===== src/sv/wrmll_pkg.sv =====
// Package: shared widths, register indexes and control types for the log-likelihood block.
`default_nettype none
package wrmll_pkg;

	localparam int unsigned DATA_W    = 32;
	localparam int unsigned SUM_W     = 64;
	localparam int unsigned CFG_IDX_W = 3;

	localparam logic [CFG_IDX_W-1:0] REG_MODEL_KIND      = 3'd0;
	localparam logic [CFG_IDX_W-1:0] REG_BASE_VALUE      = 3'd1;
	localparam logic [CFG_IDX_W-1:0] REG_CENTER_POSITION = 3'd2;
	localparam logic [CFG_IDX_W-1:0] REG_SQUARE_COEF     = 3'd3;
	localparam logic [CFG_IDX_W-1:0] REG_CUBE_COEF       = 3'd4;

	typedef struct packed {
		logic step;
		logic last;
		logic ovf_set;
	} acc_ctrl_t;

endpackage
`default_nettype wire


===== src/sv/wrmll_mul.sv =====
// Shared signed multiplier with a registered product.
`default_nettype none
module wrmll_mul
	import wrmll_pkg::*;
(
	input  wire logic                           clk,
	input  wire logic                           en,
	input  wire logic signed [DATA_W:0]         a,
	input  wire logic signed [DATA_W:0]         b,
	output logic signed [2*DATA_W+1:0]          p
);

	logic signed [2*DATA_W+1:0] p_q;

	always_ff @(posedge clk) begin
		if (en) begin
			p_q <= a * b;
		end
	end

	assign p = p_q;

endmodule
`default_nettype wire


===== src/sv/wrmll_acc.sv =====
// Running sum with saturation at its minimum, overflow flag and output register.
`default_nettype none
module wrmll_acc
	import wrmll_pkg::*;
(
	input  wire logic              clk,
	input  wire logic              arst_n,
	input  wire acc_ctrl_t         ctrl,
	input  wire logic [SUM_W-1:0]  term,
	output logic                   room,
	output logic                   out_valid,
	input  wire logic              out_ready,
	output logic [SUM_W-1:0]       log_likelihood,
	output logic                   saturated
);

	logic [SUM_W-1:0] sum_q;
	logic             ovf_q;
	logic             out_valid_q;
	logic [SUM_W-1:0] ll_q;
	logic             sat_q;
	logic [SUM_W:0]   diff;
	logic             sum_sat;
	logic [SUM_W-1:0] sum_next;

	assign diff     = {sum_q[SUM_W-1], sum_q} - {1'b0, term};
	assign sum_sat  = diff[SUM_W] != diff[SUM_W-1];
	assign sum_next = sum_sat ? {1'b1, {(SUM_W-1){1'b0}}} : diff[SUM_W-1:0];
	assign room     = !out_valid_q || out_ready;

	always_ff @(posedge clk or negedge arst_n) begin
		if (!arst_n) begin
			sum_q       <= '0;
			ovf_q       <= 1'b0;
			out_valid_q <= 1'b0;
		end else begin
			if (ctrl.step && ctrl.last) begin
				out_valid_q <= 1'b1;
			end else if (out_ready) begin
				out_valid_q <= 1'b0;
			end
			if (ctrl.step) begin
				if (ctrl.last) begin
					sum_q <= '0;
					ovf_q <= 1'b0;
				end else begin
					sum_q <= sum_next;
					ovf_q <= ovf_q | sum_sat;
				end
			end else if (ctrl.ovf_set) begin
				ovf_q <= 1'b1;
			end
		end
	end

	always_ff @(posedge clk) begin
		if (ctrl.step && ctrl.last) begin
			ll_q  <= sum_next;
			sat_q <= ovf_q | sum_sat;
		end
	end

	assign out_valid      = out_valid_q;
	assign log_likelihood = ll_q;
	assign saturated      = sat_q;

endmodule
`default_nettype wire


===== src/sv/weighted_residual_loglik.sv =====
// Top level: sequencer around one shared multiplier for the weighted residual log-likelihood.
//
//  channel | signals                                              | direction
//  --------+------------------------------------------------------+----------
//  cfg     | cfg_valid, cfg_ready, cfg_index, cfg_data            | in
//  in      | in_valid, in_ready, position, measured_value,        | in
//          | inverse_error, last_point                            |
//  out     | out_valid, out_ready, log_likelihood, saturated      | out
//
// A point steps through the offset, the model products, the residual, the weighting and
// the accumulate step, the cubic model adding two products; each product is registered in
// the single multiplier and then truncated and stored, but the last one goes to the sum.
// Reset clears the sequencer, the configuration registers, the running sum, the flag and the output valid.
// A last point waits in the final step while the output register still holds an
// untaken beat; the next point is accepted while a finished beat waits.
`default_nettype none
module weighted_residual_loglik
	import wrmll_pkg::*;
#(
	parameter int unsigned FRAC_BITS = 16
) (
	input  wire logic                 clk,
	input  wire logic                 arst_n,
	input  wire logic                 cfg_valid,
	output logic                      cfg_ready,
	input  wire logic [CFG_IDX_W-1:0] cfg_index,
	input  wire logic [DATA_W-1:0]    cfg_data,
	input  wire logic                 in_valid,
	output logic                      in_ready,
	input  wire logic [DATA_W-1:0]    position,
	input  wire logic [DATA_W-1:0]    measured_value,
	input  wire logic [DATA_W-1:0]    inverse_error,
	input  wire logic                 last_point,
	output logic                      out_valid,
	input  wire logic                 out_ready,
	output logic [SUM_W-1:0]          log_likelihood,
	output logic                      saturated
);

	typedef enum logic [14:0] {
		ST_IDLE  = 15'b000000000000001,
		ST_DIFF  = 15'b000000000000010,
		ST_M_D2  = 15'b000000000000100,
		ST_T_D2  = 15'b000000000001000,
		ST_M_SQ  = 15'b000000000010000,
		ST_T_SQ  = 15'b000000000100000,
		ST_M_D3  = 15'b000000001000000,
		ST_T_D3  = 15'b000000010000000,
		ST_M_CU  = 15'b000000100000000,
		ST_T_CU  = 15'b000001000000000,
		ST_RESID = 15'b000010000000000,
		ST_M_W   = 15'b000100000000000,
		ST_T_W   = 15'b001000000000000,
		ST_M_WW  = 15'b010000000000000,
		ST_ACC   = 15'b100000000000000
	} state_t;

	localparam int unsigned PROD_W = 2 * DATA_W + 2;

	state_t state_q;
	state_t state_d;

	logic              kind_q;
	logic [DATA_W-1:0] base_q;
	logic [DATA_W-1:0] center_q;
	logic [DATA_W-1:0] square_q;
	logic [DATA_W-1:0] cube_q;

	logic [DATA_W-1:0] t_q;
	logic [DATA_W-1:0] val_q;
	logic [DATA_W-1:0] ie_q;
	logic              last_q;
	logic [DATA_W-1:0] x_q;
	logic [DATA_W-1:0] y_q;
	logic [DATA_W+1:0] acc_q;

	logic signed [DATA_W:0]   mul_a;
	logic signed [DATA_W:0]   mul_b;
	logic                     mul_en;
	logic signed [PROD_W-1:0] mul_p;
	logic signed [PROD_W-1:0] p_sh;
	logic [PROD_W-DATA_W:0]   p_hi;
	logic                     tr_ovf;
	logic [DATA_W-1:0]        tr_val;

	logic [DATA_W:0]   diff_w;
	logic              diff_ovf;
	logic [DATA_W-1:0] diff_val;
	logic [2:0]        mod_hi;
	logic              mod_ovf;
	logic [DATA_W-1:0] mod_val;
	logic [DATA_W:0]   res_w;
	logic              res_ovf;
	logic [DATA_W-1:0] res_val;

	logic             room;
	logic             ovf_set;
	acc_ctrl_t        acc_ctrl;
	logic [SUM_W-1:0] term;

	localparam logic [DATA_W-1:0] SAT_MAX = {1'b0, {(DATA_W-1){1'b1}}};
	localparam logic [DATA_W-1:0] SAT_MIN = {1'b1, {(DATA_W-1){1'b0}}};

	assign cfg_ready = 1'b1;
	assign in_ready  = state_q == ST_IDLE;

	always_ff @(posedge clk or negedge arst_n) begin
		if (!arst_n) begin
			kind_q   <= 1'b0;
			base_q   <= '0;
			center_q <= '0;
			square_q <= '0;
			cube_q   <= '0;
		end else if (cfg_valid) begin
			unique case (cfg_index)
				REG_MODEL_KIND:      kind_q   <= cfg_data[0];
				REG_BASE_VALUE:      base_q   <= cfg_data;
				REG_CENTER_POSITION: center_q <= cfg_data;
				REG_SQUARE_COEF:     square_q <= cfg_data;
				REG_CUBE_COEF:       cube_q   <= cfg_data;
				default: ;
			endcase
		end
	end

	// Truncation of the registered product back to a saturated 32-bit value.
	assign p_sh   = mul_p >>> FRAC_BITS;
	assign p_hi   = p_sh[PROD_W-1:DATA_W-1];
	assign tr_ovf = !((&p_hi) || !(|p_hi));
	assign tr_val = tr_ovf ? (p_sh[PROD_W-1] ? SAT_MIN : SAT_MAX) : p_sh[DATA_W-1:0];

	assign diff_w   = {t_q[DATA_W-1], t_q} - {center_q[DATA_W-1], center_q};
	assign diff_ovf = diff_w[DATA_W] != diff_w[DATA_W-1];
	assign diff_val = diff_ovf ? (diff_w[DATA_W] ? SAT_MIN : SAT_MAX) : diff_w[DATA_W-1:0];

	assign mod_hi  = acc_q[DATA_W+1:DATA_W-1];
	assign mod_ovf = !((&mod_hi) || !(|mod_hi));
	assign mod_val = mod_ovf ? (acc_q[DATA_W+1] ? SAT_MIN : SAT_MAX) : acc_q[DATA_W-1:0];

	assign res_w   = {val_q[DATA_W-1], val_q} - {mod_val[DATA_W-1], mod_val};
	assign res_ovf = res_w[DATA_W] != res_w[DATA_W-1];
	assign res_val = res_ovf ? (res_w[DATA_W] ? SAT_MIN : SAT_MAX) : res_w[DATA_W-1:0];

	always_comb begin
		mul_a  = $signed({x_q[DATA_W-1], x_q});
		mul_b  = $signed({x_q[DATA_W-1], x_q});
		mul_en = 1'b0;
		unique case (state_q)
			ST_M_D2: begin
				mul_en = 1'b1;
			end
			ST_M_SQ: begin
				mul_a  = $signed({y_q[DATA_W-1], y_q});
				mul_b  = $signed({square_q[DATA_W-1], square_q});
				mul_en = 1'b1;
			end
			ST_M_D3: begin
				mul_a  = $signed({y_q[DATA_W-1], y_q});
				mul_en = 1'b1;
			end
			ST_M_CU: begin
				mul_a  = $signed({y_q[DATA_W-1], y_q});
				mul_b  = $signed({cube_q[DATA_W-1], cube_q});
				mul_en = 1'b1;
			end
			ST_M_W: begin
				mul_b  = $signed({1'b0, ie_q});
				mul_en = 1'b1;
			end
			ST_M_WW: begin
				mul_en = 1'b1;
			end
			default: ;
		endcase
	end

	wrmll_mul u_mul (
		.clk (clk),
		.en  (mul_en),
		.a   (mul_a),
		.b   (mul_b),
		.p   (mul_p)
	);

	always_comb begin
		state_d = state_q;
		ovf_set = 1'b0;
		unique case (state_q)
			ST_IDLE:  if (in_valid) state_d = ST_DIFF;
			ST_DIFF:  begin
				state_d = ST_M_D2;
				ovf_set = diff_ovf;
			end
			ST_M_D2:  state_d = ST_T_D2;
			ST_T_D2:  begin
				state_d = ST_M_SQ;
				ovf_set = tr_ovf;
			end
			ST_M_SQ:  state_d = ST_T_SQ;
			ST_T_SQ:  begin
				state_d = kind_q ? ST_M_D3 : ST_RESID;
				ovf_set = tr_ovf;
			end
			ST_M_D3:  state_d = ST_T_D3;
			ST_T_D3:  begin
				state_d = ST_M_CU;
				ovf_set = tr_ovf;
			end
			ST_M_CU:  state_d = ST_T_CU;
			ST_T_CU:  begin
				state_d = ST_RESID;
				ovf_set = tr_ovf;
			end
			ST_RESID: begin
				state_d = ST_M_W;
				ovf_set = mod_ovf | res_ovf;
			end
			ST_M_W:   state_d = ST_T_W;
			ST_T_W:   begin
				state_d = ST_M_WW;
				ovf_set = tr_ovf;
			end
			ST_M_WW:  state_d = ST_ACC;
			ST_ACC:   if (!last_q || room) state_d = ST_IDLE;
			default:  state_d = ST_IDLE;
		endcase
	end

	always_ff @(posedge clk or negedge arst_n) begin
		if (!arst_n) begin
			state_q <= ST_IDLE;
		end else begin
			state_q <= state_d;
		end
	end

	always_ff @(posedge clk) begin
		if (in_valid && in_ready) begin
			t_q    <= position;
			val_q  <= measured_value;
			ie_q   <= inverse_error;
			last_q <= last_point;
		end
		unique case (state_q)
			ST_DIFF:  x_q   <= diff_val;
			ST_T_D2:  y_q   <= tr_val;
			ST_T_SQ:  acc_q <= {{2{base_q[DATA_W-1]}}, base_q} + {{2{tr_val[DATA_W-1]}}, tr_val};
			ST_T_D3:  y_q   <= tr_val;
			ST_T_CU:  acc_q <= acc_q + {{2{tr_val[DATA_W-1]}}, tr_val};
			ST_RESID: x_q   <= res_val;
			ST_T_W:   x_q   <= tr_val;
			default: ;
		endcase
	end

	// The square of the weighted residual is non-negative and below 2^63.
	assign term = {1'b0, mul_p[SUM_W-1:1]};

	assign acc_ctrl.step    = (state_q == ST_ACC) && (!last_q || room);
	assign acc_ctrl.last    = last_q;
	assign acc_ctrl.ovf_set = ovf_set;

	wrmll_acc u_acc (
		.clk            (clk),
		.arst_n         (arst_n),
		.ctrl           (acc_ctrl),
		.term           (term),
		.room           (room),
		.out_valid      (out_valid),
		.out_ready      (out_ready),
		.log_likelihood (log_likelihood),
		.saturated      (saturated)
	);

	a_sum_nonpositive: assert property (@(posedge clk) disable iff (!arst_n)
		out_valid |-> (log_likelihood[SUM_W-1] || log_likelihood == '0))
		else $error("log-likelihood beat is positive");

	a_busy_after_accept: assert property (@(posedge clk) disable iff (!arst_n)
		(in_valid && in_ready) |=> !in_ready)
		else $error("ready again straight after an accepted beat");

	a_out_from_acc: assert property (@(posedge clk) disable iff (!arst_n)
		$rose(out_valid) |-> $past(state_q == ST_ACC && last_q))
		else $error("output beat raised outside the accumulate step of a last point");

endmodule
`default_nettype wire


===== config.mk =====
export PLATFORM = sky130hd
export DESIGN_NAME = weighted_residual_loglik
export DESIGN_NICKNAME = d
export VERILOG_FILES = /design/src/sv/wrmll_pkg.sv /design/src/sv/wrmll_mul.sv /design/src/sv/wrmll_acc.sv /design/src/sv/weighted_residual_loglik.sv
export SDC_FILE = /design/constraint.sdc
export NUM_CORES = 2
export LEC_CHECK = 0
export BUFFER_PORTS_ARGS = -buffer_cell sky130_fd_sc_hd__buf_2
export CORE_ASPECT_RATIO = 1.2
export CORE_MARGIN = 1.5
export CORE_UTILIZATION = 35
export CTS_CLUSTER_DIAMETER = 150
export CTS_CLUSTER_SIZE = 30
export DETAILED_ROUTE_END_ITERATION = 10
export SYNTH_ARGS = -nofsm -noshare
export SYNTH_HDL_FRONTEND = slang
export SYNTH_SLANG_ARGS = --single-unit

===== constraint.sdc =====
create_clock -name clk -period 24.7 [get_ports clk]
set_input_delay 1.235 -clock clk [delete_from_list [all_inputs] [get_ports clk]]
set_output_delay 1.235 -clock clk [all_outputs]
set_load 0.005 [all_outputs]

# Word-level counts from Yosys, hierarchy flattened
# Index checks and enable logic that the tools add are counted.
[word_totals]
ram_bits = 0
register_bits = 536
wordCells = 108
output_inout_bits = 68
mem_count = 0
latch_bits = 0
in_bits = 137
mem_bits_ro = 0
[classes]
n_mux = 25
eq_ne = 24
n_mul = 1
n_shift = 0
n_lt_le_gt_ge = 0
reduce_logical = 32
n_div = 0
bitwise_logic = 2
add_sub_neg = 5
[ops]
columns = ["operator", "count"]
rows = [
  ["$mux 32", 8],
  ["$pmux 15 s15", 1],
  ["$mux 64", 2],
  ["$pmux 33 s3", 1],
  ["$pmux 32 s3", 1],
  ["$pmux 34 s2", 1],
  ["$mul 33x33->66", 1],
  ["$sub 32x32->33", 2],
  ["$sub 64x64->65", 1],
  ["$add 34x34->34", 1],
  ["$add 32x32->33", 1],
  ["$mux 33", 1],
  ["$mux 15", 2],
  ["$reduce_and 19->1", 1],
  ["$reduce_or 19->1", 1],
  ["$eq 15x1->1 const B", 1],
  ["$eq 15x10->1 const B", 1],
  ["$eq 15x11->1 const B", 1],
  ["$eq 15x12->1 const B", 1],
  ["$eq 15x13->1 const B", 1],
  ["$eq 15x14->1 const B", 1],
  ["$eq 15x15->1 const B", 1],
  ["$eq 15x2->1 const B", 1],
  ["$eq 15x3->1 const B", 1],
  ["27 further kinds", 55],
]

# Depth between registers and ports, before layout
[depth]
ltp_word = 10
depth_mapped = 39

# By module
# Synthesis repeated with hierarchy kept, for this count alone.
[hier_totals]
hier_cells = 7195
hier_area_um2 = 70336.2
[modules_own_cells]
columns = ["mod", "n_inst", "seq_area_each_um2", "cells_per_inst", "area_per_inst_um2"]
rows = [
  ["wrmll_mul", 1, 1981.9, 4274, 40891.7],
  ["weighted_residual_loglik", 1, 9460.3, 1965, 20588.5],
  ["wrmll_acc", 1, 3603.5, 956, 8856.0],
]

# Least setup slack after synthesis
# No wires, ideal clock.
[synth_timing]
path_kind = "reg2reg"
start = "reg state_q[11]"
end = "reg u_mul.p_q[63], in the netlist u_mul.p[63], data pin"
slack_ns = 14.941
n_path_buf = 3
t_arrival_ns = 9.501
setup_time_ns = 0.258
t_required_ns = 24.442
path_stages_with_launch = 32
synth_period_minus_slack_ns = 9.759
path_cell_list = "dfrtp_1 > nor4_2 > and3_1 > nand2_1 > or3_1 > nor3b_1 > or3_1 > buf_4 > buf_4 > mux2i_1 > clkbuf_1 > nor2_1 > fa_1 > fa_1 > fa_1 > fa_1 > fa_1 > fa_1 > fa_1 > inv_1 > fa_1 > inv_1 > ha_1 > or2_2 > a31oi_1 > a21oi_1 > a221oi_1 > o21ai_0 > o31ai_1 > o31a_1 > nor2b_1 > xnor2_1"
[synth_between]
elab_chain_cells = 4
word_cells_on_any_way = 8
classes_between = "mul (1); eq/ne (4); mux (2); reduce/logical (1)"
[synth_lines]
columns = ["item", "line", "rtl"]
rows = [
  ["from (decl)", "weighted_residual_loglik.sv:60", "state_t state_q;"],
  ["from (signal assigned)", "weighted_residual_loglik.sv:233", "state_q <= state_d;"],
  ["$eq 15x9->1, or another cell as far along", "weighted_residual_loglik.sv:148", "unique case (state_q)"],
  ["$reduce_or 3->1 (no source line)", "--", ""],
  ["$mux 33", "weighted_residual_loglik.sv:148", ""],
  ["$mul 33x33->66 *", "wrmll_mul.sv:17", "p_q <= a * b;"],
  ["to (signal assigned)", "wrmll_mul.sv:17", ""],
  ["to (decl)", "wrmll_mul.sv:13", "logic signed [2*DATA_W+1:0] p_q;"],
]
# Mark *: on every way between the ends. The rest lies on a longest branch, timed or not.
# A chain may end at the register's enable or synchronous reset.

# Worst setup path after layout
[layout_timing]
start = "reg state_q[12]"
end = "reg u_mul.p_q[63], in the netlist u_mul.p[63], data pin"
# Same word-level chain as after synthesis.

==> results.py <==
metrics = {
    "outcome": {
        "outcome": "complete, no violations",
    },
    "timing": {
        "skew_ns": 0.0767,
        "setup_tns_ns": 0,
        "tightestPinTransition_ns": 1.33,
        "fin_crit_sh": 0.504,
        "period_needed_ns": 12.46,
        "drv_slew": 0,
        "slew_headroom": 0.109,
        "grt_setup_unrepaired": "no",
        "finalHoldViolations": 0,
        "fmax_mhz": 80.2,
        "setup_violations": 0,
    },
    "synth": {
        "synth_cell_type_count": 91,
        "synthTopCellsByArea": "fa_1 33%, edfxtp_1 14%, dfrtp_1 7.7%, ha_1 7.5%, inv_1 6.8%",
        "avgSynthCellArea_um2": 9.63,
        "yosysWarnings": 0,
        "ys.flop_type": "edfxtp_1",
        "synth_top_area_frac": 0.330,
        "ys_ff_latch": 535,
        "ys_seq_area_frac": 0.220,
        "synth_cells": 7097,
        "synth_fp_nets": 8771,
        "syn_area_um2": 68300,
        "async_flop_share": 0.393,
        "synth-edff-count": 325,
        "synth_top_cell_by_area": "fa_1",
    },
    "clock_tree": {
        "numCtsBuffers": 23,
        "cts_sinks": 535,
        "cts_setup_buffers": 0,
        "cts_tree": "yes",
        "clk_pin_slew_worst_paths_ns": 0.12,
        "cts_root_buf": "clkbuf_16",
        "clk_path_buf_depth": 3,
        "clock_latency_ns": 0.69,
        "cts.htree.levels": 1,
        "cts_resized": 0,
        "cts-hold-fix-buffers": 0,
    },
    "layout": {
        "final_cell_mix": "1242 x inv_1, 1127 x fa_1, 759 x nor2_1",
        "multiInputGateArea_um2": 47700,
        "area_growth_pct": 6.92,
        "layout-drive-gt1-share": 0.0795,
        "final_common_cell": "inv_1",
        "seqCellArea_um2": 15000,
        "nets": 8792,
        "fillers": 19700,
    },
    "critical_path": {
        "cp_max_fo": 70,
        "criticalPathCategory": "reg2reg",
        "critPathRequiredTime_ns": 25.12,
        "crit_path_start_kind": "flip-flop",
        "end_kind": "flip-flop",
        "cpMostUsedCell": "fa_1",
        "cp.arrival_ns": 12.88,
        "cpMaxStageDelayCell": "a31oi_1",
        "critPathMaxStageDelay_ns": 0.73,
        "r2r_cells": 37,
    },
    "routing": {
        "vias": 52300,
        "viasPerCell": 5.37,
        "wirelength_um": 236000,
        "dr.pass1.iters": 8,
        "ant_nets": 0,
        "drt_iter0_drc": 4982,
        "drc": 0,
        "routedWlPerCell_um": 24.2,
    },
    "die": {
        "die_h_um": 487,
        "die-area_um2": 198000,
        "start_util": 0.352,
        "rows": 177,
        "ios": 205,
        "die-width_um": 406,
        "coreArea_um2": 194000,
    },
    "placed_design": {
        "gp_congestion": 0.984,
        "port_buffers": 203,
        "dpl.hpwl_um": 190000,
    },
    "global_route": {
        "grt_max_degree": 111,
        "grt_use_total": 0.237,
        "overflow": 0,
        "grt_pass1_wl_um": 349000,
        "antenna_found_initial": 6,
        "grt_pass1_vias": 55100,
    },
    "job": {
        "drv_cap": 0,
    },
    "min_path": {
        "min_path_type": "reg2reg",
        "min_path_cells": 2,
    },
}
-- per-layer routing --
layer	part of all wire	track usage	up-vias
met5	0	0	-
met4	0.064	0.124	0
met3	0.090	0.0460	624
met2	0.46	0.389	2525
met1	0.39	0.295	26400
li1	-	-	22800
-- cell families after synthesis --
| kind of cell | Yosys count | synth area share |
|---|---|---|
| XOR/XNOR | 224 | 0.0287 |
| AO/OA/AOI/OAI | 1155 | 0.110 |
| other | 1 | 0.0000549 |
| flip-flops | 535 | 0.220 |
| adder cells (fa/ha/maj) | 1537 | 0.405 |
| buffers and inverters | 1547 | 0.0880 |
| AND/OR/NAND/NOR | 1923 | 0.121 |
| multiplexers | 175 | 0.0280 |
-- area by class of cell --
| class | count | area share |
|---|---|---|
| clock inverter | 6 | 0.00118 |
| multi-input combinational | 5015 | 0.652 |
| timing repair buffer | 300 | 0.0242 |
| sequential | 535 | 0.206 |
| tap | 2595 | 0.0444 |
| antenna | 1 | 0.0000343 |
| inverter | 1243 | 0.0639 |
| clock buffer | 36 | 0.00855 |
-- critical path: cells and delay by family, from the launching register on --
family          cells  cell delay (ns)
flops               1             0.45
simple gates        9             2.15
compound gates      8             2.83
buf+inv            10             2.06
fa+ha+maj           9             4.54
xor+xnor            1             0.07
-- metrics by stage --
stage | instances | setup slack [ns] | hold slack (ns) | instance area, um2 | utilization
6_report | 9731 | 12.24 | 0.502 | 73100 | 0.377
5_1_grt | 9731 | 11.78 | 0.532 | 73100 | 0.377
4_1_cts | 9730 | 12.35 | 0.506 | 73100 | 0.377
3_5_place_dp | 9688 | 12.37 | 0.468 | 72300 | 0.373
3_3_place_gp | 9688 | 12.45 | 0.445 | 72300 | 0.373
2_1_floorplan | 7097 | 14.94 | 0.437 | 68300 | -
-- synthesized netlist by cell type, types with 76 or more instances --
master / n
xnor2_1: 148
buf_2: 106
nand2_1: 752
dfrtp_1: 209
o21ai_0: 246
fa_1: 1127
edfxtp_1: 325
clkbuf_1: 174
ha_1: 410
nor2_1: 764
mux2_2: 130
a21o_1: 166
xor2_1: 76
inv_1: 1242
a21oi_1: 315
-- registers in the layout, summed over array words and instances, names as in the netlist, 15 cells and up --
register / flops
square_q: 32
u_mul.p: 65
u_acc.log_likelihood: 64
state_q: 15
center_q: 32
ie_q: 32
cube_q: 32
base_q: 32
y_q: 32
acc_q: 34
val_q: 32
u_acc.sum_q: 64
t_q: 32
x_q: 32
-- worst paths after layout --
check | start | to | slack, ns
setup / recovery | state_q[12]$_DFFE_PN0P_ | u_mul.p[63]$_DFFE_PP_ | 12.24
hold / removal | u_acc.sum_q[40]$_DFFE_PN0P_ | u_acc.sum_q[40]$_DFFE_PN0P_ | 0.50
setup reg to reg | state_q[12]$_DFFE_PN0P_ | u_mul.p[63]$_DFFE_PP_ | 12.24
hold reg to reg | u_acc.sum_q[40]$_DFFE_PN0P_ | u_acc.sum_q[40]$_DFFE_PN0P_ | 0.50
max in group asynchronous | arst_n | u_acc.sum_q[58]$_DFFE_PN0P_ | 22.74
min in group asynchronous | arst_n | center_q[1]$_DFFE_PN0P_ | 0.60
Power is not shown: default switching activity piles up to over one toggle a cycle in this logic, so the estimate is an artifact.
